File: config.mk
export PLATFORM = sky130hd
export DESIGN_NAME = command_frame_receiver_core
export DESIGN_NICKNAME = d
export VERILOG_FILES = /design/src/sv/cfrc_pkg.sv /design/src/sv/cfrc_frame_check.sv /design/src/sv/cfrc_out_stage.sv /design/src/sv/command_frame_receiver_core.sv
export VERILOG_INCLUDE_DIRS = /design/src /design/src/sv
export SDC_FILE = /design/constraint.sdc
export NUM_CORES = 1
export LEC_CHECK = 0
export BUFFER_PORTS_ARGS = -buffer_cell sky130_fd_sc_hd__buf_2
export CORE_AREA = 2 2 141 143
export DETAILED_ROUTE_END_ITERATION = 6
export DIE_AREA = 0 0 143 145
export SLEW_MARGIN = 20
export SYNTH_ARGS = -nofsm -noshare
export SYNTH_HDL_FRONTEND = slang
export SYNTH_SLANG_ARGS = --single-unit
File: constraint.sdc
create_clock -name aclk -period 12.2 [get_ports aclk]
set_clock_uncertainty 0.1 [all_clocks]
set_input_delay 1.83 -clock aclk [delete_from_list [all_inputs] [get_ports aclk]]
set_output_delay 1.83 -clock aclk [all_outputs]
set_load 0.03 [all_outputs]
File: src/sv/command_frame_receiver_core_assert.svh
// Assertion macros for the command frame receiver.
// Used by command_frame_receiver_core.sv; expects aclk and aresetn in scope.
`ifndef COMMAND_FRAME_RECEIVER_CORE_ASSERT_SVH
`define COMMAND_FRAME_RECEIVER_CORE_ASSERT_SVH
`ifndef NO_ASSERTIONS
// Check a condition at every clock edge out of reset.
`define CFRC_ASSERT_ALWAYS(lbl, cond, msg) \
    lbl: assert property (@(posedge aclk) disable iff (!aresetn) (cond)) else $error(msg);
// Check that a condition holds in the cycle after a trigger.
`define CFRC_ASSERT_NEXT(lbl, trig, cond, msg) \
    lbl: assert property (@(posedge aclk) disable iff (!aresetn) (trig) |=> (cond)) \
        else $error(msg);
`else
`define CFRC_ASSERT_ALWAYS(lbl, cond, msg)
`define CFRC_ASSERT_NEXT(lbl, trig, cond, msg)
`endif
`endif

File: src/sv/cfrc_pkg.sv
// Shared types, constants and functions of the command frame receiver.
// No dependencies; used by every module of the block.
`timescale 1ns / 1ps
`default_nettype none

package cfrc_pkg;

    localparam int BUFFER_DEPTH_DEF = 64;
    localparam int COUNT_W          = 7;
    localparam logic [15:0] CRC_POLY     = 16'h1021;
    localparam logic [15:0] CRC_INIT_RST = 16'hFFFF;

    localparam logic [2:0] STATUS_OK         = 3'd0;
    localparam logic [2:0] STATUS_BAD_START  = 3'd1;
    localparam logic [2:0] STATUS_INCOMPLETE = 3'd2;
    localparam logic [2:0] STATUS_BAD_CRC    = 3'd3;
    localparam logic [2:0] STATUS_BAD_CMD    = 3'd4;
    localparam logic [2:0] STATUS_BAD_END    = 3'd5;

    localparam logic [7:0] CMD_NO_INFO  = 8'd1;
    localparam logic [7:0] CMD_TWO_INFO = 8'd2;
    localparam logic [7:0] CMD_ONE_LO   = 8'd3;
    localparam logic [7:0] CMD_ONE_HI   = 8'd6;

    localparam int RESULT_W = 51;
    localparam int TDATA_W  = 56;

    // Lowest bits hold status.
    typedef struct packed {
        logic [15:0] frame_crc;
        logic [7:0]  info_second;
        logic [7:0]  info_first;
        logic [7:0]  info_length;
        logic [7:0]  command_code;
        logic [2:0]  status;
    } result_t;

    function automatic logic [15:0] crc_update(input logic [15:0] crc, input logic [7:0] b);
        logic [15:0] c;
        c = crc ^ {b, 8'h00};
        for (int i = 0; i < 8; i++) begin
            if (c[15]) begin
                c = {c[14:0], 1'b0} ^ CRC_POLY;
            end else begin
                c = {c[14:0], 1'b0};
            end
        end
        return c;
    endfunction

    function automatic logic [7:0] start_mark(input logic [1:0] idx);
        logic [7:0] m;
        case (idx)
            2'd0: m = 8'hFF;
            2'd1: m = 8'hAA;
            2'd2: m = 8'hAA;
            default: m = 8'hFF;
        endcase
        return m;
    endfunction

    function automatic logic [7:0] end_mark(input logic [1:0] idx);
        logic [7:0] m;
        case (idx)
            2'd0: m = 8'hEE;
            2'd1: m = 8'h55;
            2'd2: m = 8'h55;
            default: m = 8'hEE;
        endcase
        return m;
    endfunction

    function automatic logic cmd_length_ok(input logic [7:0] cmd, input logic [7:0] len);
        logic ok;
        if (cmd == CMD_NO_INFO) begin
            ok = (len == 8'd0);
        end else if (cmd == CMD_TWO_INFO) begin
            ok = (len == 8'd2);
        end else if (cmd >= CMD_ONE_LO && cmd <= CMD_ONE_HI) begin
            ok = (len == 8'd1);
        end else begin
            ok = 1'b0;
        end
        return ok;
    endfunction

endpackage

`default_nettype wire

File: src/sv/cfrc_frame_check.sv
// Burst state and frame judgement: parses one word per step, runs the CRC,
// judges the frame at idle or when the buffer depth fills. Uses cfrc_pkg.
`timescale 1ns / 1ps
`default_nettype none

module cfrc_frame_check #(
    parameter int BUFFER_DEPTH = cfrc_pkg::BUFFER_DEPTH_DEF
) (
    input  wire logic                         aclk,
    input  wire logic                         aresetn,
    input  wire logic                         step_en,
    input  wire logic                         in_action,
    input  wire logic [7:0]                   in_byte,
    input  wire logic [15:0]                  crc_init,
    output logic                              res_valid,
    output cfrc_pkg::result_t                 res_data,
    output logic [cfrc_pkg::COUNT_W-1:0]      burst_cnt
);

    localparam int CW = cfrc_pkg::COUNT_W;

    logic [CW-1:0] cnt_reg,   cnt_next;
    logic [15:0]   crc_reg,   crc_next;
    logic [7:0]    cmd_reg,   cmd_next;
    logic [7:0]    len_reg,   len_next;
    logic [7:0]    info0_reg, info0_next;
    logic [7:0]    info1_reg, info1_next;
    logic [15:0]   rcrc_reg,  rcrc_next;
    logic          serr_reg,  serr_next;
    logic          eerr_reg,  eerr_next;

    logic [15:0] crc_base;
    logic [15:0] crc_upd;
    logic [8:0]  pos;
    logic [8:0]  k_off;
    logic [8:0]  t_off;
    logic        in_info;
    logic [7:0]  cnt_inc;

    // Values the judgement looks at.
    logic [7:0]  e_cnt;
    logic [15:0] e_crc;
    logic [7:0]  e_cmd;
    logic [7:0]  e_len;
    logic [15:0] e_rcrc;
    logic        e_serr;
    logic        e_eerr;
    logic [2:0]  status;

    always_comb begin
        pos      = {2'b00, cnt_reg};
        crc_base = (cnt_reg == '0) ? crc_init : crc_reg;
        crc_upd  = cfrc_pkg::crc_update(crc_base, in_byte);
        k_off    = pos - 9'd6;
        in_info  = (pos >= 9'd6) && (k_off < {1'b0, len_reg});
        t_off    = k_off - {1'b0, len_reg};
        cnt_inc  = {1'b0, cnt_reg} + 8'd1;

        cnt_next   = cnt_inc[CW-1:0];
        crc_next   = crc_reg;
        cmd_next   = cmd_reg;
        len_next   = len_reg;
        info0_next = info0_reg;
        info1_next = info1_reg;
        rcrc_next  = rcrc_reg;
        serr_next  = serr_reg;
        eerr_next  = eerr_reg;

        if (pos < 9'd4) begin
            if (in_byte != cfrc_pkg::start_mark(cnt_reg[1:0])) begin
                serr_next = 1'b1;
            end
            crc_next = crc_upd;
        end else if (pos == 9'd4) begin
            cmd_next = in_byte;
            crc_next = crc_upd;
        end else if (pos == 9'd5) begin
            len_next = in_byte;
            crc_next = crc_upd;
        end else if (in_info) begin
            crc_next = crc_upd;
            if (k_off == 9'd0) begin
                info0_next = in_byte;
            end
            if (k_off == 9'd1) begin
                info1_next = in_byte;
            end
        end else if (t_off == 9'd0) begin
            rcrc_next = {rcrc_reg[15:8], in_byte};
        end else if (t_off == 9'd1) begin
            rcrc_next = {in_byte, rcrc_reg[7:0]};
        end else if (t_off < 9'd6) begin
            // End mark; anything after it is ignored.
            if (in_byte != cfrc_pkg::end_mark(t_off[1:0] - 2'd2)) begin
                eerr_next = 1'b1;
            end
        end

        if (in_action) begin
            e_cnt  = {1'b0, cnt_reg};
            e_crc  = crc_reg;
            e_cmd  = cmd_reg;
            e_len  = len_reg;
            e_rcrc = rcrc_reg;
            e_serr = serr_reg;
            e_eerr = eerr_reg;
            res_data.info_first  = info0_reg;
            res_data.info_second = info1_reg;
            res_valid = (cnt_reg != '0);
        end else begin
            e_cnt  = cnt_inc;
            e_crc  = crc_next;
            e_cmd  = cmd_next;
            e_len  = len_next;
            e_rcrc = rcrc_next;
            e_serr = serr_next;
            e_eerr = eerr_next;
            res_data.info_first  = info0_next;
            res_data.info_second = info1_next;
            res_valid = (cnt_inc >= 8'(BUFFER_DEPTH));
        end

        if (e_serr) begin
            status = cfrc_pkg::STATUS_BAD_START;
        end else if (e_cnt < 8'd6 || {1'b0, e_cnt} < 9'd12 + {1'b0, e_len}) begin
            status = cfrc_pkg::STATUS_INCOMPLETE;
        end else if (e_rcrc != e_crc) begin
            status = cfrc_pkg::STATUS_BAD_CRC;
        end else if (!cfrc_pkg::cmd_length_ok(e_cmd, e_len)) begin
            status = cfrc_pkg::STATUS_BAD_CMD;
        end else if (e_eerr) begin
            status = cfrc_pkg::STATUS_BAD_END;
        end else begin
            status = cfrc_pkg::STATUS_OK;
        end

        res_data.status       = status;
        res_data.command_code = e_cmd;
        res_data.info_length  = e_len;
        res_data.frame_crc    = e_crc;
    end

    always_ff @(posedge aclk) begin
        if (!aresetn) begin
            cnt_reg   <= '0;
            crc_reg   <= cfrc_pkg::CRC_INIT_RST;
            cmd_reg   <= '0;
            len_reg   <= '0;
            info0_reg <= '0;
            info1_reg <= '0;
            rcrc_reg  <= '0;
            serr_reg  <= 1'b0;
            eerr_reg  <= 1'b0;
        end else if (step_en) begin
            if (res_valid || in_action) begin
                // Judged or idle: clear the burst.
                cnt_reg   <= '0;
                crc_reg   <= crc_init;
                cmd_reg   <= '0;
                len_reg   <= '0;
                info0_reg <= '0;
                info1_reg <= '0;
                rcrc_reg  <= '0;
                serr_reg  <= 1'b0;
                eerr_reg  <= 1'b0;
            end else begin
                cnt_reg   <= cnt_next;
                crc_reg   <= crc_next;
                cmd_reg   <= cmd_next;
                len_reg   <= len_next;
                info0_reg <= info0_next;
                info1_reg <= info1_next;
                rcrc_reg  <= rcrc_next;
                serr_reg  <= serr_next;
                eerr_reg  <= eerr_next;
            end
        end
    end

    assign burst_cnt = cnt_reg;

endmodule

`default_nettype wire

File: src/sv/cfrc_out_stage.sv
// Result register of the command frame receiver: holds one result word
// until the downstream side takes it. Uses cfrc_pkg.
`timescale 1ns / 1ps
`default_nettype none

module cfrc_out_stage (
    input  wire logic                            aclk,
    input  wire logic                            aresetn,
    input  wire logic                            load,
    input  wire cfrc_pkg::result_t               load_data,
    output logic                                 can_load,
    output logic                                 m_tvalid,
    input  wire logic                            m_tready,
    // status[2:0], command_code[10:3], info_length[18:11], info_first[26:19],
    // info_second[34:27], frame_crc[50:35], zero[55:51]
    output logic [cfrc_pkg::TDATA_W-1:0]         m_tdata
);

    logic              valid_reg, valid_next;
    cfrc_pkg::result_t data_reg;

    assign can_load = !valid_reg || m_tready;

    always_comb begin
        valid_next = valid_reg;
        if (load) begin
            valid_next = 1'b1;
        end else if (m_tready) begin
            valid_next = 1'b0;
        end
    end

    always_ff @(posedge aclk) begin
        if (!aresetn) begin
            valid_reg <= 1'b0;
        end else begin
            valid_reg <= valid_next;
        end
    end

    always_ff @(posedge aclk) begin
        if (load) begin
            data_reg <= load_data;
        end
    end

    assign m_tvalid = valid_reg;
    assign m_tdata  = {{(cfrc_pkg::TDATA_W - cfrc_pkg::RESULT_W){1'b0}}, data_reg};

endmodule

`default_nettype wire

File: src/sv/command_frame_receiver_core.sv
// Command frame receiver: judges FF AA AA FF ... EE 55 55 EE command frames
// from a stream of received bytes. Uses cfrc_pkg, cfrc_frame_check,
// cfrc_out_stage and command_frame_receiver_core_assert.svh.
//
// Usage:
//   Input words carry a received byte in s_tdata, or with s_tuser high an
//   idle-line event that ends the burst. A frame is judged at the idle event,
//   or at the byte that fills BUFFER_DEPTH; one result word then goes out on
//   m_* with status, command, length, two info bytes and the computed CRC.
//   An idle event on an empty burst yields nothing.
//   cfg_data sets the CRC start value; it is always accepted and is picked
//   up at the first byte of the next burst.
// Timing:
//   An accepted word waits in the input register and is judged as it leaves;
//   its result is then loaded into the result register, which drives m_tvalid.
//   One word per cycle is taken as long as the result register is free or
//   being drained.
// Reset clears the burst, empties both registers and sets the CRC start
// value to FFFF. When m_tready stays low, the held result blocks only a word
// that would make another result; s_tready drops until the result is taken.
`timescale 1ns / 1ps
`default_nettype none

`include "command_frame_receiver_core_assert.svh"

module command_frame_receiver_core #(
    parameter int BUFFER_DEPTH = cfrc_pkg::BUFFER_DEPTH_DEF
) (
    input  wire logic                          aclk,
    input  wire logic                          aresetn,
    input  wire logic                          s_tvalid,
    output logic                               s_tready,
    // rx_byte[7:0]
    input  wire logic [7:0]                    s_tdata,
    // action[0]
    input  wire logic                          s_tuser,
    output logic                               m_tvalid,
    input  wire logic                          m_tready,
    // status[2:0], command_code[10:3], info_length[18:11], info_first[26:19],
    // info_second[34:27], frame_crc[50:35], zero[55:51]
    output logic [cfrc_pkg::TDATA_W-1:0]       m_tdata,
    input  wire logic                          cfg_valid,
    output logic                               cfg_ready,
    input  wire logic [15:0]                   cfg_data
);

    logic        in_valid_reg, in_valid_next;
    logic        in_action_reg;
    logic [7:0]  in_byte_reg;
    logic [15:0] crc_init_reg;

    logic              res_valid;
    cfrc_pkg::result_t res_data;
    logic [cfrc_pkg::COUNT_W-1:0] burst_cnt;
    logic              can_load;
    logic              advance;
    logic              s_accept;

    assign advance   = in_valid_reg && (!res_valid || can_load);
    assign s_tready  = !in_valid_reg || advance;
    assign s_accept  = s_tvalid && s_tready;
    assign cfg_ready = 1'b1;

    always_comb begin
        in_valid_next = in_valid_reg;
        if (s_accept) begin
            in_valid_next = 1'b1;
        end else if (advance) begin
            in_valid_next = 1'b0;
        end
    end

    always_ff @(posedge aclk) begin
        if (!aresetn) begin
            in_valid_reg <= 1'b0;
            crc_init_reg <= cfrc_pkg::CRC_INIT_RST;
        end else begin
            in_valid_reg <= in_valid_next;
            if (cfg_valid) begin
                crc_init_reg <= cfg_data;
            end
        end
    end

    always_ff @(posedge aclk) begin
        if (s_accept) begin
            in_action_reg <= s_tuser;
            in_byte_reg   <= s_tdata;
        end
    end

    cfrc_frame_check #(
        .BUFFER_DEPTH (BUFFER_DEPTH)
    ) u_check (
        .aclk      (aclk),
        .aresetn   (aresetn),
        .step_en   (advance),
        .in_action (in_action_reg),
        .in_byte   (in_byte_reg),
        .crc_init  (crc_init_reg),
        .res_valid (res_valid),
        .res_data  (res_data),
        .burst_cnt (burst_cnt)
    );

    cfrc_out_stage u_out (
        .aclk      (aclk),
        .aresetn   (aresetn),
        .load      (advance && res_valid),
        .load_data (res_data),
        .can_load  (can_load),
        .m_tvalid  (m_tvalid),
        .m_tready  (m_tready),
        .m_tdata   (m_tdata)
    );

    `CFRC_ASSERT_ALWAYS(a_cnt_bound, 32'(burst_cnt) < BUFFER_DEPTH, "burst count reached depth")
    `CFRC_ASSERT_ALWAYS(a_status_range,
        !m_tvalid || m_tdata[2:0] <= cfrc_pkg::STATUS_BAD_END, "status out of range")
    `CFRC_ASSERT_ALWAYS(a_empty_idle,
        !(in_valid_reg && in_action_reg && burst_cnt == '0 && res_valid),
        "result from empty burst")
    `CFRC_ASSERT_NEXT(a_judge_clears, advance && res_valid, m_tvalid && burst_cnt == '0,
        "judged burst not cleared")

endmodule

`default_nettype wire

# Word level (Yosys, flattened, before mapping)
# Index checks and enable logic that the tools add are counted.
# op_classes
addsub	5
n_lt_le_gt_ge	9
n_eq_ne	15
mux	86
n_bitwise	9
n_reduce_logical	23
# op_table
cell	count
$mux W16	16
$mux W8	31
$mux W13	8
$mux W1	25
$not A3 Y3	8
$eq A9 B1 Y1 const B	2
$logic_not A9 Y1	2
$eq A8 B1 Y1 const B	2
$eq A8 B2 Y1 const B	2
$ne A16 B16 Y1	1
$ne A8 B8 Y1	2
$xor A16 B16 Y16	1
$eq A7 B3 Y1 const B	2
$mux W7	2
$add A4 B8 Y9 const A	1
$lt A8 B9 Y1	1
$lt A9 B3 Y1 const B	1
$lt A9 B8 Y1	1
$sub A9 B8 Y9	1
$add A7 B1 Y8 const B	1
$ge A8 B2 Y1 const B	1
$ge A8 B7 Y1 const B	1
$le A8 B3 Y1 const B	1
$logic_not A8 Y1	1
17 further kinds	33
# word_totals
regBits	151
in_bits	30
output_inout_bits	59

# Longest topological paths before layout
# Gate-level depths: netlist of run 1.
# depth
ltp_word	31
ltp_mapped	18

# By module
# A second synthesis of run 1 with hierarchy kept.
# hier_totals
cells_unflattened	834
area_unflattened_um2	8351.8
# modules_own_cells
mod	n_inst	cells_per_inst	area_per_inst_um2	seq_area_each_um2
cfrc_frame_check	1	702	5805.6	1461.4
cfrc_out_stage	1	61	1621.6	1551.5
command_frame_receiver_core	1	71	924.6	610.6

# Least setup slack after synthesis of run 1
# OpenSTA, ideal clock, no wires.
# synth_timing
path_kind	input-to-reg
startpoint	input port m_tready
endpoint	register u_out.data_reg (netlist bit u_out.m_tdata[0]) (enable)
setup_ps	415
arrival_time_ps	3855
setup_slack_ps	7830
path_stages	4
path_cell_list	nor2b_1 > a21oi_1 > clkbuf_1 > and2_1
# synth_via
elab_chain_cells	4
# synth_rtl
element	line	rtl
start: declaration	command_frame_receiver_core.sv:38	input wire logic m_tready,
$logic_or A1 B1 Y1	cfrc_out_stage.sv:22	assign can_load = !valid_reg || m_tready;
$logic_or A1 B1 Y1	command_frame_receiver_core.sv:59	assign advance = in_valid_reg && (!res_valid || can_load);
$logic_and A1 B1 Y1	command_frame_receiver_core.sv:59	
$logic_and A1 B1 Y1	command_frame_receiver_core.sv:109	.load (advance && res_valid),
net u_out.load	cfrc_out_stage.sv:9	input wire logic load,
end signal: assignment	cfrc_out_stage.sv:43	data_reg <= load_data;
end: declaration	cfrc_out_stage.sv:20	cfrc_pkg::result_t data_reg;
# The timed path passes the listed nets, and every way through them passes these cells.
# A chain may end at the register's enable or synchronous reset.

# Worst setup path after layout of run 1
# layout_timing
startpoint	register u_check.cnt_reg[2], in the netlist u_check.burst_cnt[2]
endpoint	register u_out.data_reg (netlist bit u_out.m_tdata[1]) (data pin)
# layout_via
elab_chain_cells	21
# layout_rtl
element	line	rtl
start: declaration	cfrc_frame_check.sv:22	logic [CW-1:0] cnt_reg, cnt_next;
start signal: assignment	cfrc_frame_check.sv:167	cnt_reg <= cnt_next;
parallel branches: the longest is 21 deep, another holds $sub A9 B8 Y9	--	
# Parallel ways; which one is timed is not known. The select of a mux whose other input is x is not followed.

==> results.json, run 1 <==
{
  "period_minus_slack_ps": 5250,
  "synth_most_common_cell": "dfxtp_1",
  "ys_warn_count": 0,
  "post_cts_buffers": 0,
  "synth_seq_cells": 151,
  "largest_register_ffs": 51,
  "synth.avg_cell_area_um2": 9.93,
  "clock-root-buffer": "clkbuf_16",
  "cts_tree": "built",
  "worstSetupStartpointType": "flop",
  "final-hold-violation-count": 0,
  "ctsHoldBuffers": 0,
  "gp_routability_congestion": 0.838,
  "pin_count": 89,
  "reg2reg_depth": 15,
  "peakVddDrop_mv": 0.105,
  "crit_path_max_fanout": 23,
  "power_density_mw_per_mm2": 129,
  "drtIter0Drc": 440,
  "antenna_found_initial": 0,
  "crit_path_max_incr_delay_ps": 570,
  "drc": 0,
  "holdPathStages": 2,
  "regToRegEndpoint": "u_out.m_tdata[1]$_SDFFCE_PP0P_",
  "die_w_um": 143,
  "synth_common_cells": "91 x dfxtp_1, 71 x mux2i_1, 69 x nand2_1, 60 x edfxtp_1, 56 x nor2b_1",
  "synth_edf_count": 60,
  "synthArstFlopShare": 0,
  "portBuffers": 82,
  "hold_path.class": "reg -> reg",
  "worstSkewPairLatency_ps": 430,
  "wire_per_inst_um": 17.9,
  "dr.pass1.iters": 5,
  "grt_pass1_wl_um": 33800,
  "seq_area_frac_synth": 0.429,
  "reg2reg_slack_ps": 6950,
  "crit_chain": "ha_1 > nor3_1 > xor2_1 > ha_1 > and3_1 > o211ai_1 > nand3_1 > nand2_2 > nor4_4 > and3_1 > mux2i_1 > xor2_1 > nand4_1 > nor4_2 > a21oi_1",
  "cp-end-kind": "flop",
  "via_per_inst": 5.37,
  "grt_pass1_vias": 6220,
  "start_util": 0.440,
  "max_flop_register": "u_out.m_tdata",
  "maxSlewViolCount": 0,
  "outcome": "complete, no violations",
  "rr_startpoint": "u_check.burst_cnt[2]$_SDFFE_PN0P_",
  "areaGrowthSynthToFinish_pct": 14.2,
  "worst-setup-path-type": "reg -> reg",
  "utilization": 0.502,
  "worstHoldStart": "u_check.serr_reg$_SDFFE_PN0P_",
  "insertedDiodeCount": 0,
  "clockBufferDepth": 2,
  "core_mm2": 0.0192,
  "postSynthCellCount": 851,
  "htree_levels": 4,
  "cts_resized": 0,
  "worst_pin_slew_ps": 1100,
  "die_y_um": 145,
  "num_vias": 6389,
  "cp_slowest_cell": "dfxtp_1",
  "relSlewSlack": 0.270,
  "drt_wl_total_um": 21300,
  "setup-violations-final": 0,
  "max_clock_freq_ghz": 0.190,
  "drive_above_1_share": 0.194,
  "fill_cells": 1796,
  "ys.flop_type": "dfxtp_1",
  "track_usage": 0.209,
  "dp_hpwl_um": 14700,
  "power_leakage_nw": 3.78,
  "grt_max_degree": 91,
  "cts_num_sinks": 151,
  "fin_crit_sh": 0.431,
  "drv_cap": 0,
  "power_mw": 1.24,
  "grt-ovfl-total": 0,
  "syn_area_mm2": 0.00845,
  "crit_arrival_ps": 5300,
  "rows": 51,
  "yosysTopAreaCell": "dfxtp_1",
  "ant_nets": 0,
  "cts_buffers": 17,
  "nets": 968,
  "path_clk_slew_ps": 60,
  "final.setup.tns_ps": 0,
  "hold_end": "u_check.serr_reg$_SDFFE_PN0P_",
  "crit_required_ps": 12240,
  "ys_types": 67,
  "dieArea_mm2": 0.0207,
  "synth_area_leaders": "dfxtp_1 22%, edfxtp_1 21%, mux2i_1 8.4%",
  "synth_top_area_share": 0.216,
  "grt_setup_unrepaired": "false"
}
==> cells by family (layout without fill, tap and decap cells) <==
logic type,Yosys count,count (layout),synth area share
xor+xnor,64,64,0.0699
flops,151,151,0.429
other cells,2,6,0.000889
simple gates,247,247,0.157
mux,101,101,0.124
compound gates,164,164,0.130
buf+inv,96,166,0.0498
fa+ha+maj,26,26,0.0394
==> cells in the final DEF (no fill, tap or decap), types with 12 or more instances in the layout <==
master     count
mux2_2        30
mux2i_1       71
nand2_1       68
buf_2         82
clkbuf_16     17
nand4_1       12
nor2_1        39
xnor2_1       40
a22oi_1       49
edfxtp_1      60
nand3_1       17
nor2b_1       56
a21oi_1       36
o21ai_0       26
inv_1         37
ha_1          25
dfxtp_1       91
xor2_1        20
buf_4         14
==> area by class of cell <==
type                       count  area (um^2)  area share
clock buffer                  19          433      0.0449
multi-input combinational    608         4430       0.459
tap                          265          332      0.0344
sequential                   151         3620       0.376
inverter                      38          143      0.0148
clock inverter                13          171      0.0178
timing repair buffer          96          515      0.0534
==> worst max path at each step <==
stage / endpoint / depth (start not counted) / from
after detailed placement: u_out.m_tdata[1]$_SDFFCE_PP0P_ / 15 / u_check.burst_cnt[2]$_SDFFE_PN0P_
after global routing: u_out.m_tdata[1]$_SDFFCE_PP0P_ / 15 / u_check.burst_cnt[2]$_SDFFE_PN0P_
final: u_out.m_tdata[1]$_SDFFCE_PP0P_ / 15 / u_check.burst_cnt[2]$_SDFFE_PN0P_
after CTS: u_out.m_tdata[1]$_SDFFCE_PP0P_ / 15 / u_check.burst_cnt[2]$_SDFFE_PN0P_
after floorplan: u_out.m_tdata[0]$_SDFFCE_PP1P_ / 4 / m_tready
after global placement: u_out.m_tdata[1]$_SDFFCE_PP0P_ / 14 / u_check.burst_cnt[2]$_SDFFE_PN0P_
==> power breakdown <==
group	internal [mW]	total [mW]	switching (mW)
sequential	0.539	0.552	0.0132
combinational	0.0551	0.144	0.0889
clock	0.325	0.546	0.221
total	0.919	1.24	0.323
==> per-stage QoR <==
stage / instances / setup WS, ps / cell area [um^2] / hold WS, ps
floorplan: 855 / 7830 / 8460 / 334
CTS: 1190 / 6670 / 9640 / 379
finish: 1190 / 6950 / 9650 / 375
global route: 1190 / 6580 / 9650 / 413
detailed placement: 1158 / 6700 / 9040 / 365
global placement: 1158 / 6800 / 9040 / 343
==> worst max-delay path, delay by kind of cell (launching register included) <==
family          cells  cell delay, ps
fa+ha+maj           2             950
compound gates      2             220
simple gates        8            2500
flops               1             570
xor+xnor            2             350
mux                 1             270
==> layer usage <==
layer | track usage | vias to the layer above | share of wire
li1 | - | 3150 | -
met1 | 0.282 | 3084 | 0.46
met2 | 0.342 | 129 | 0.49
met3 | 0.0366 | 26 | 0.034
met4 | 0.0619 | 0 | 0.018
met5 | 0 | - | 0
No activity file was read; power rests on OpenSTA's default activity.
==> run 2, diff against run 1 <==
--- a/config.mk
+++ b/config.mk
@@ -6,10 +6,11 @@
 export SDC_FILE = /design/constraint.sdc
 export NUM_CORES = 1
 export LEC_CHECK = 0
+export ABC_AREA = 1
 export BUFFER_PORTS_ARGS = -buffer_cell sky130_fd_sc_hd__buf_2
-export CORE_AREA = 2 2 141 143
+export CORE_AREA = 2 2 151 153
 export DETAILED_ROUTE_END_ITERATION = 6
-export DIE_AREA = 0 0 143 145
+export DIE_AREA = 0 0 153 155
 export SLEW_MARGIN = 20
 export SYNTH_ARGS = -nofsm -noshare
 export SYNTH_HDL_FRONTEND = slang
==> constraint.sdc (replaced) <==
create_clock -name aclk -period 4.51 [get_ports aclk]
set_clock_uncertainty 0.1 [all_clocks]
set_input_delay 0.6765 -clock aclk [delete_from_list [all_inputs] [get_ports aclk]]
set_output_delay 0.6765 -clock aclk [all_outputs]
set_load 0.03 [all_outputs]
==> run 2 against run 1 <==
- count of clock-buffer cells in the layout decreased by 2
- sequential share of layout area shrank 4.5 points
- first-iteration DRC count increased to 2.7 times the previous value
- worst hold slack worse by 64 ps
- critical path depth is 10 higher
- synthesized area is 16% higher
- sequential power increased to 2.7 times the previous value
- die area grew 14%
- cell area grew 14%
- highest routed layer unchanged
==> results.json, run 2 <==
{
  "crit_arrival_ps": 4210,
  "clockBufferDepth": 2,
  "rr_startpoint": "u_check.burst_cnt[1]$_SDFFE_PN0P_",
  "ys_warn_count": 0,
  "switching_share": 0.314,
  "final-hold-violation-count": 0,
  "via_per_inst": 5.41,
  "power_switching_mw": 1.13,
  "worstHoldStart": "s_tdata[0]",
  "synth_edf_count": 60,
  "core_mm2": 0.0222,
  "start_util": 0.441,
  "ys.flop_type": "dfxtp_1",
  "num_vias": 9693,
  "portBuffers": 82,
  "htree_levels": 4,
  "hold_path.class": "in -> reg",
  "p_seq_frac": 0.416,
  "die_y_um": 155,
  "fill_cells": 2252,
  "synth_area_leaders": "nand2_1 21%, dfxtp_1 19%, edfxtp_1 18%",
  "combPwrFrac": 0.166,
  "crit_path_max_fanout": 39,
  "maxSlewViolCount": 0,
  "drv_cap": 0,
  "nets": 1549,
  "gp_routability_congestion": 0.910,
  "peakVddDrop_mv": 0.273,
  "grt_pass1_vias": 8551,
  "outcome": "complete, no violations",
  "grt_max_degree": 79,
  "path_clk_slew_ps": 70,
  "worstSetupStartpointType": "flop",
  "worst_pin_slew_ps": 877,
  "relSlewSlack": 0.409,
  "syn_area_mm2": 0.00979,
  "track_usage": 0.250,
  "drt_wl_total_um": 29900,
  "synthArstFlopShare": 0,
  "pin_count": 89,
  "grt_setup_unrepaired": "false",
  "die_w_um": 153,
  "setup-violations-final": 0,
  "rows": 55,
  "holdPathStages": 1,
  "power_density_mw_per_mm2": 329,
  "max_flop_register": "u_out.m_tdata",
  "cts_buffers": 17,
  "synth_seq_cells": 151,
  "synth.avg_cell_area_um2": 6.78,
  "synth_most_common_cell": "nand2_1",
  "cp-end-kind": "flop",
  "areaGrowthSynthToFinish_pct": 11.8,
  "worstSkewPairLatency_ps": 430,
  "crit_required_ps": 4610,
  "grt-ovfl-total": 0,
  "antenna_found_initial": 0,
  "grt_pass1_wl_um": 46800,
  "max_clock_freq_ghz": 0.243,
  "drc": 0,
  "worst-setup-path-type": "reg -> reg",
  "mostFrequentLayoutCells": "540 x nand2_1, 155 x nand3_1, 135 x inv_1",
  "wire_per_inst_um": 16.7,
  "reg2reg_depth": 25,
  "ant_nets": 0,
  "drive_above_1_share": 0.127,
  "startpoint": "u_check.burst_cnt[1]$_SDFFE_PN0P_",
  "period_minus_slack_ps": 4120,
  "clkPwrFrac": 0.418,
  "yosysTopAreaCell": "nand2_1",
  "cts_num_sinks": 151,
  "ys_types": 51,
  "seq_area_frac_synth": 0.370,
  "fin_crit_sh": 0.913,
  "cts_tree": "built",
  "postSynthCellCount": 1444,
  "place_ws_ps": 305,
  "dr.pass1.iters": 5,
  "dp_hpwl_um": 20600,
  "power_leakage_nw": 4.91,
  "layout.cells.most_common": "nand2_1",
  "worst_slack_ps": 392,
  "whs_ps": 311,
  "largest_register_ffs": 51,
  "insertedDiodeCount": 0,
  "final.setup.tns_ps": 0,
  "synth_top_area_share": 0.207,
  "drtIter0Drc": 1177,
  "intPower_mw": 2.47,
  "synth_common_cells": "540 x nand2_1, 155 x nand3_1, 136 x inv_1, 91 x dfxtp_1, 81 x o21ai_0",
  "clock-root-buffer": "clkbuf_16",
  "dieArea_mm2": 0.0237,
  "utilization": 0.493
}
==> run 2: changes by cell type in the layout (fill, tap and decap cells not counted), moves of 30 or more <==
cell     previous run  this run
nor2b_1            56         0
nand2_1            68       540
xnor2_1            40         0
o21ai_0            26        80
a22oi_1            49         0
mux2_2             30         0
mux2i_1            71         0
nand3_1            17       155
inv_1              37       135
==> run 2: stage by stage <==
step	cells	power, mW	instance area, um^2
final	1791	3.60	11000
after global routing	1791	3.74	11000
after CTS	1791	3.61	10900
after detailed placement	1759	2.11	10300
after global placement	1759	2.11	10300
after floorplan	1448	1.94	9810
==> run 2: timing repair <==
action | in CTS | in global routing
setup endpoints to repair | 0 | 3
resized for setup | 0 | 4
setup buffers | 0 | 0
hold buffers | 0 | 0
==> run 2: kinds of logic (layout without fill, tap and decap cells) <==
kind of cell	Yosys count	count (layout)	synth area share
compound gates	193	193	0.112
buf+inv	222	280	0.0978
xor+xnor	9	9	0.00805
other cells	2	6	0.000767
simple gates	841	841	0.378
flops	151	151	0.370
fa+ha+maj	26	26	0.0340
==> run 2: cell type report <==
type	instances	area, um^2	share of cell area
repair buffers	101	553	0.0505
flip-flops and latches	151	3620	0.331
multi-input cells	1075	5260	0.480
clock inverters	15	179	0.0163
well taps	285	357	0.0326
clock buffers	17	425	0.0388
inverters	147	557	0.0508
==> run 2: worst paths after layout <==
check / end / slack (ps)
max reg2reg: u_out.m_tdata[1]$_SDFFCE_PP0P_ / 390
min reg2reg: u_check.eerr_reg$_SDFFE_PN0P_ / 360
min: in_byte_reg[0]$_DFFE_PP_ / 310
max: u_out.m_tdata[1]$_SDFFCE_PP0P_ / 390
==> run 2: per-layer routing <==
layer	vias to the layer above	part of all wire	global-route usage
met5	-	0	0
li1	4833	-	-
met3	52	0.059	0.0306
met2	341	0.45	0.392
met4	0	0.029	0.0917
met1	4467	0.46	0.356
==> run 2: power groups by stage <==
stage	logic [mW]	registers [mW]	clock network, mW
after detailed placement	0.585	1.53	0
after CTS	0.587	1.50	1.53
after global placement	0.581	1.53	0
final	0.596	1.50	1.50
after global routing	0.663	1.50	1.58
after floorplan	0.406	1.54	0
==> run 2: critical path, cell delays in order, from the launching register on <==
cell and delay (ps):
dfxtp_1 410, ha_1 290, nor2_1 150, xor2_1 160, inv_1 70, ha_1 360
nand2_1 120, inv_1 60, a21oi_1 180, nand2_1 100, nand2_1 60, nand2_1 90
nand2_2 300, inv_6 200, nand2_1 130, nand3_1 90, o21ai_0 210, inv_1 150
nand2_1 100, nand2_1 50, nor2_1 80, nand2_1 70, nor2_2 120, nand3_1 100
nand2_1 80, inv_1 30
==> run 3, diff against run 2 <==
--- a/config.mk
+++ b/config.mk
@@ -6,11 +6,11 @@
 export SDC_FILE = /design/constraint.sdc
 export NUM_CORES = 1
 export LEC_CHECK = 0
-export ABC_AREA = 1
 export BUFFER_PORTS_ARGS = -buffer_cell sky130_fd_sc_hd__buf_2
-export CORE_AREA = 2 2 151 153
+export CORE_AREA = 2 2 141 143
 export DETAILED_ROUTE_END_ITERATION = 6
-export DIE_AREA = 0 0 153 155
+export DIE_AREA = 0 0 143 145
+export SETUP_SLACK_MARGIN = 0.1
 export SLEW_MARGIN = 20
 export SYNTH_ARGS = -nofsm -noshare
 export SYNTH_HDL_FRONTEND = slang
==> run 3 against run 2 <==
- utilization up 2.4 points
- wire length down 26%
- largest power group unchanged
- final cell count down 32%
- non-clock buffer count up 25
- via count down 32%
- clock power down 8%
- maximum frequency down 0.64%
- largest cell class unchanged
- highest routed layer unchanged
==> results.json, run 3 (same netlist as run 1, synthesis figures left out) <==
{
  "outcome": "complete, no violations",
  "rr_startpoint": "u_check.burst_cnt[2]$_SDFFE_PN0P_",
  "worstSkewPairLatency_ps": 420,
  "power_leakage_nw": 3.94,
  "setup-violations-final": 0,
  "htree_levels": 4,
  "mostFrequentLayoutCells": "91 x dfxtp_1, 82 x buf_2, 69 x nand2_1, 69 x mux2i_1, 60 x edfxtp_1",
  "num_vias": 6564,
  "drc": 0,
  "met1_usage": 0.296,
  "via_per_inst": 5.38,
  "crit_required_ps": 4570,
  "grt_pass1_wl_um": 35200,
  "dieArea_mm2": 0.0207,
  "drive_above_1_share": 0.225,
  "worstHoldStart": "s_tdata[1]",
  "cp-end-kind": "flop",
  "power_density_mw_per_mm2": 331,
  "gp_routability_congestion": 0.881,
  "max_clock_freq_ghz": 0.241,
  "grt-busiest-layer": "met2",
  "crit_path_max_incr_delay_ps": 440,
  "cts_num_sinks": 151,
  "ctsHoldBuffers": 0,
  "worst-setup-path-type": "reg -> reg",
  "grt_max_degree": 58,
  "areaGrowthSynthToFinish_pct": 17.4,
  "final.setup.tns_ps": 0,
  "place_ws_ps": 87.0,
  "cts_buffers": 17,
  "track_usage": 0.217,
  "portBuffers": 82,
  "rows": 51,
  "use_met2": 0.349,
  "grt-ovfl-total": 0,
  "fill_cells": 1758,
  "nets": 998,
  "die_w_um": 143,
  "layout.cells.most_common": "dfxtp_1",
  "ant_nets": 0,
  "path_clk_slew_ps": 70,
  "fin_crit_sh": 0.919,
  "crit_path_max_fanout": 8,
  "crit_chain": "ha_1 > xnor2_1 > ha_1 > and3_1 > o21ai_0 > a21oi_1 > nor3_2 > nor4_4 > buf_4 > nand4_4 > mux2i_1 > xnor2_1 > nand4_1 > nor4_4 > a21oi_1",
  "grt_setup_unrepaired": "false",
  "worst_slack_ps": 366,
  "period_minus_slack_ps": 4140,
  "worstSetupStartpointType": "flop",
  "ff_latch_area_mm2": 0.00362,
  "start_util": 0.440,
  "drt_wl_total_um": 22100,
  "largest_register_ffs": 51,
  "dp_hpwl_um": 15400,
  "dr.pass1.iters": 5,
  "grt_use_met3": 0.0337,
  "crit_arrival_ps": 4210,
  "worst_pin_slew_ps": 904,
  "antenna_found_initial": 0,
  "drtIter0Drc": 540,
  "peakVddDrop_mv": 0.255,
  "wire_per_inst_um": 18.1,
  "final-hold-violation-count": 0,
  "max_flop_register": "u_out.m_tdata",
  "cp_slowest_cell": "ha_1",
  "core_mm2": 0.0192,
  "maxSlewViolCount": 0,
  "clockBufferDepth": 2,
  "die_y_um": 145,
  "cts_tree": "built",
  "insertedDiodeCount": 0,
  "drv_cap": 0,
  "multiInputGateArea_mm2": 0.00448,
  "startpoint": "u_check.burst_cnt[2]$_SDFFE_PN0P_",
  "relSlewSlack": 0.396,
  "clock-root-buffer": "clkbuf_16",
  "hold_path.class": "in -> reg",
  "pin_count": 89,
  "grt_pass1_vias": 6391
}
-- run 3: worst max-delay path: cells and delay by family, from the launching register on --
family,cells,cell delay (ps)
simple gates,6,1450
fa+ha+maj,2,690
compound gates,3,550
flops,1,390
mux,1,270
xor+xnor,2,250
buf+inv,1,200
-- run 3: layout make-up --
type                            count  area share
Tap cell                          265      0.0334
Multi-Input combinational cell    608       0.452
Inverter                           38      0.0144
Sequential cell                   151       0.365
Clock buffer                       20      0.0450
Timing Repair Buffer              126      0.0784
Clock inverter                     12      0.0120
-- run 3: where the power goes --
| group | internal [mW] | switching (mW) |
|---|---|---|
| Combinational | 0.159 | 0.250 |
| Sequential | 1.46 | 0.0373 |
| Clock | 0.784 | 0.594 |
| Total | 2.40 | 0.881 |
-- run 3: path summary, 6_finish.rpt --
path                                                        to  slack [ps]  cells after the start
worst min register to register   u_check.serr_reg$_SDFFE_PN0P_         380                      2
worst max-delay path            u_out.m_tdata[1]$_SDFFCE_PP0P_         370                     15
worst max register to register  u_out.m_tdata[1]$_SDFFCE_PP0P_         370                     15
worst min-delay path                  in_byte_reg[1]$_DFFE_PP_         330                      1
-- run 3: layer usage --
metal  routed length (um)  vias to the layer above
li1                     -                     3218
met1                10300                     3162
met2                10500                      153
met3                  808                       31
met4                  479                        0
met5                    0                        -
-- run 3: per-stage QoR --
step | hold slack [ps] | utilization | instance area, um^2 | total power [mW] | instances
final | 326 | 0.517 | 9920 | 3.28 | 1220
after global routing | 311 | 0.517 | 9920 | 3.39 | 1220
after CTS | 313 | 0.513 | 9850 | 3.30 | 1218
after detailed placement | 366 | 0.483 | 9290 | 1.93 | 1186
after global placement | 346 | 0.483 | 9290 | 1.93 | 1186
after floorplan | 334 | - | 8460 | 1.80 | 855
-- run 3: what timing repair did --
item | in CTS | in global routing
endpoints found under the setup margin | 3 | 3
pin swaps | 0 | 5
resized for setup | 1 | 9
buffers inserted | 0 | 2
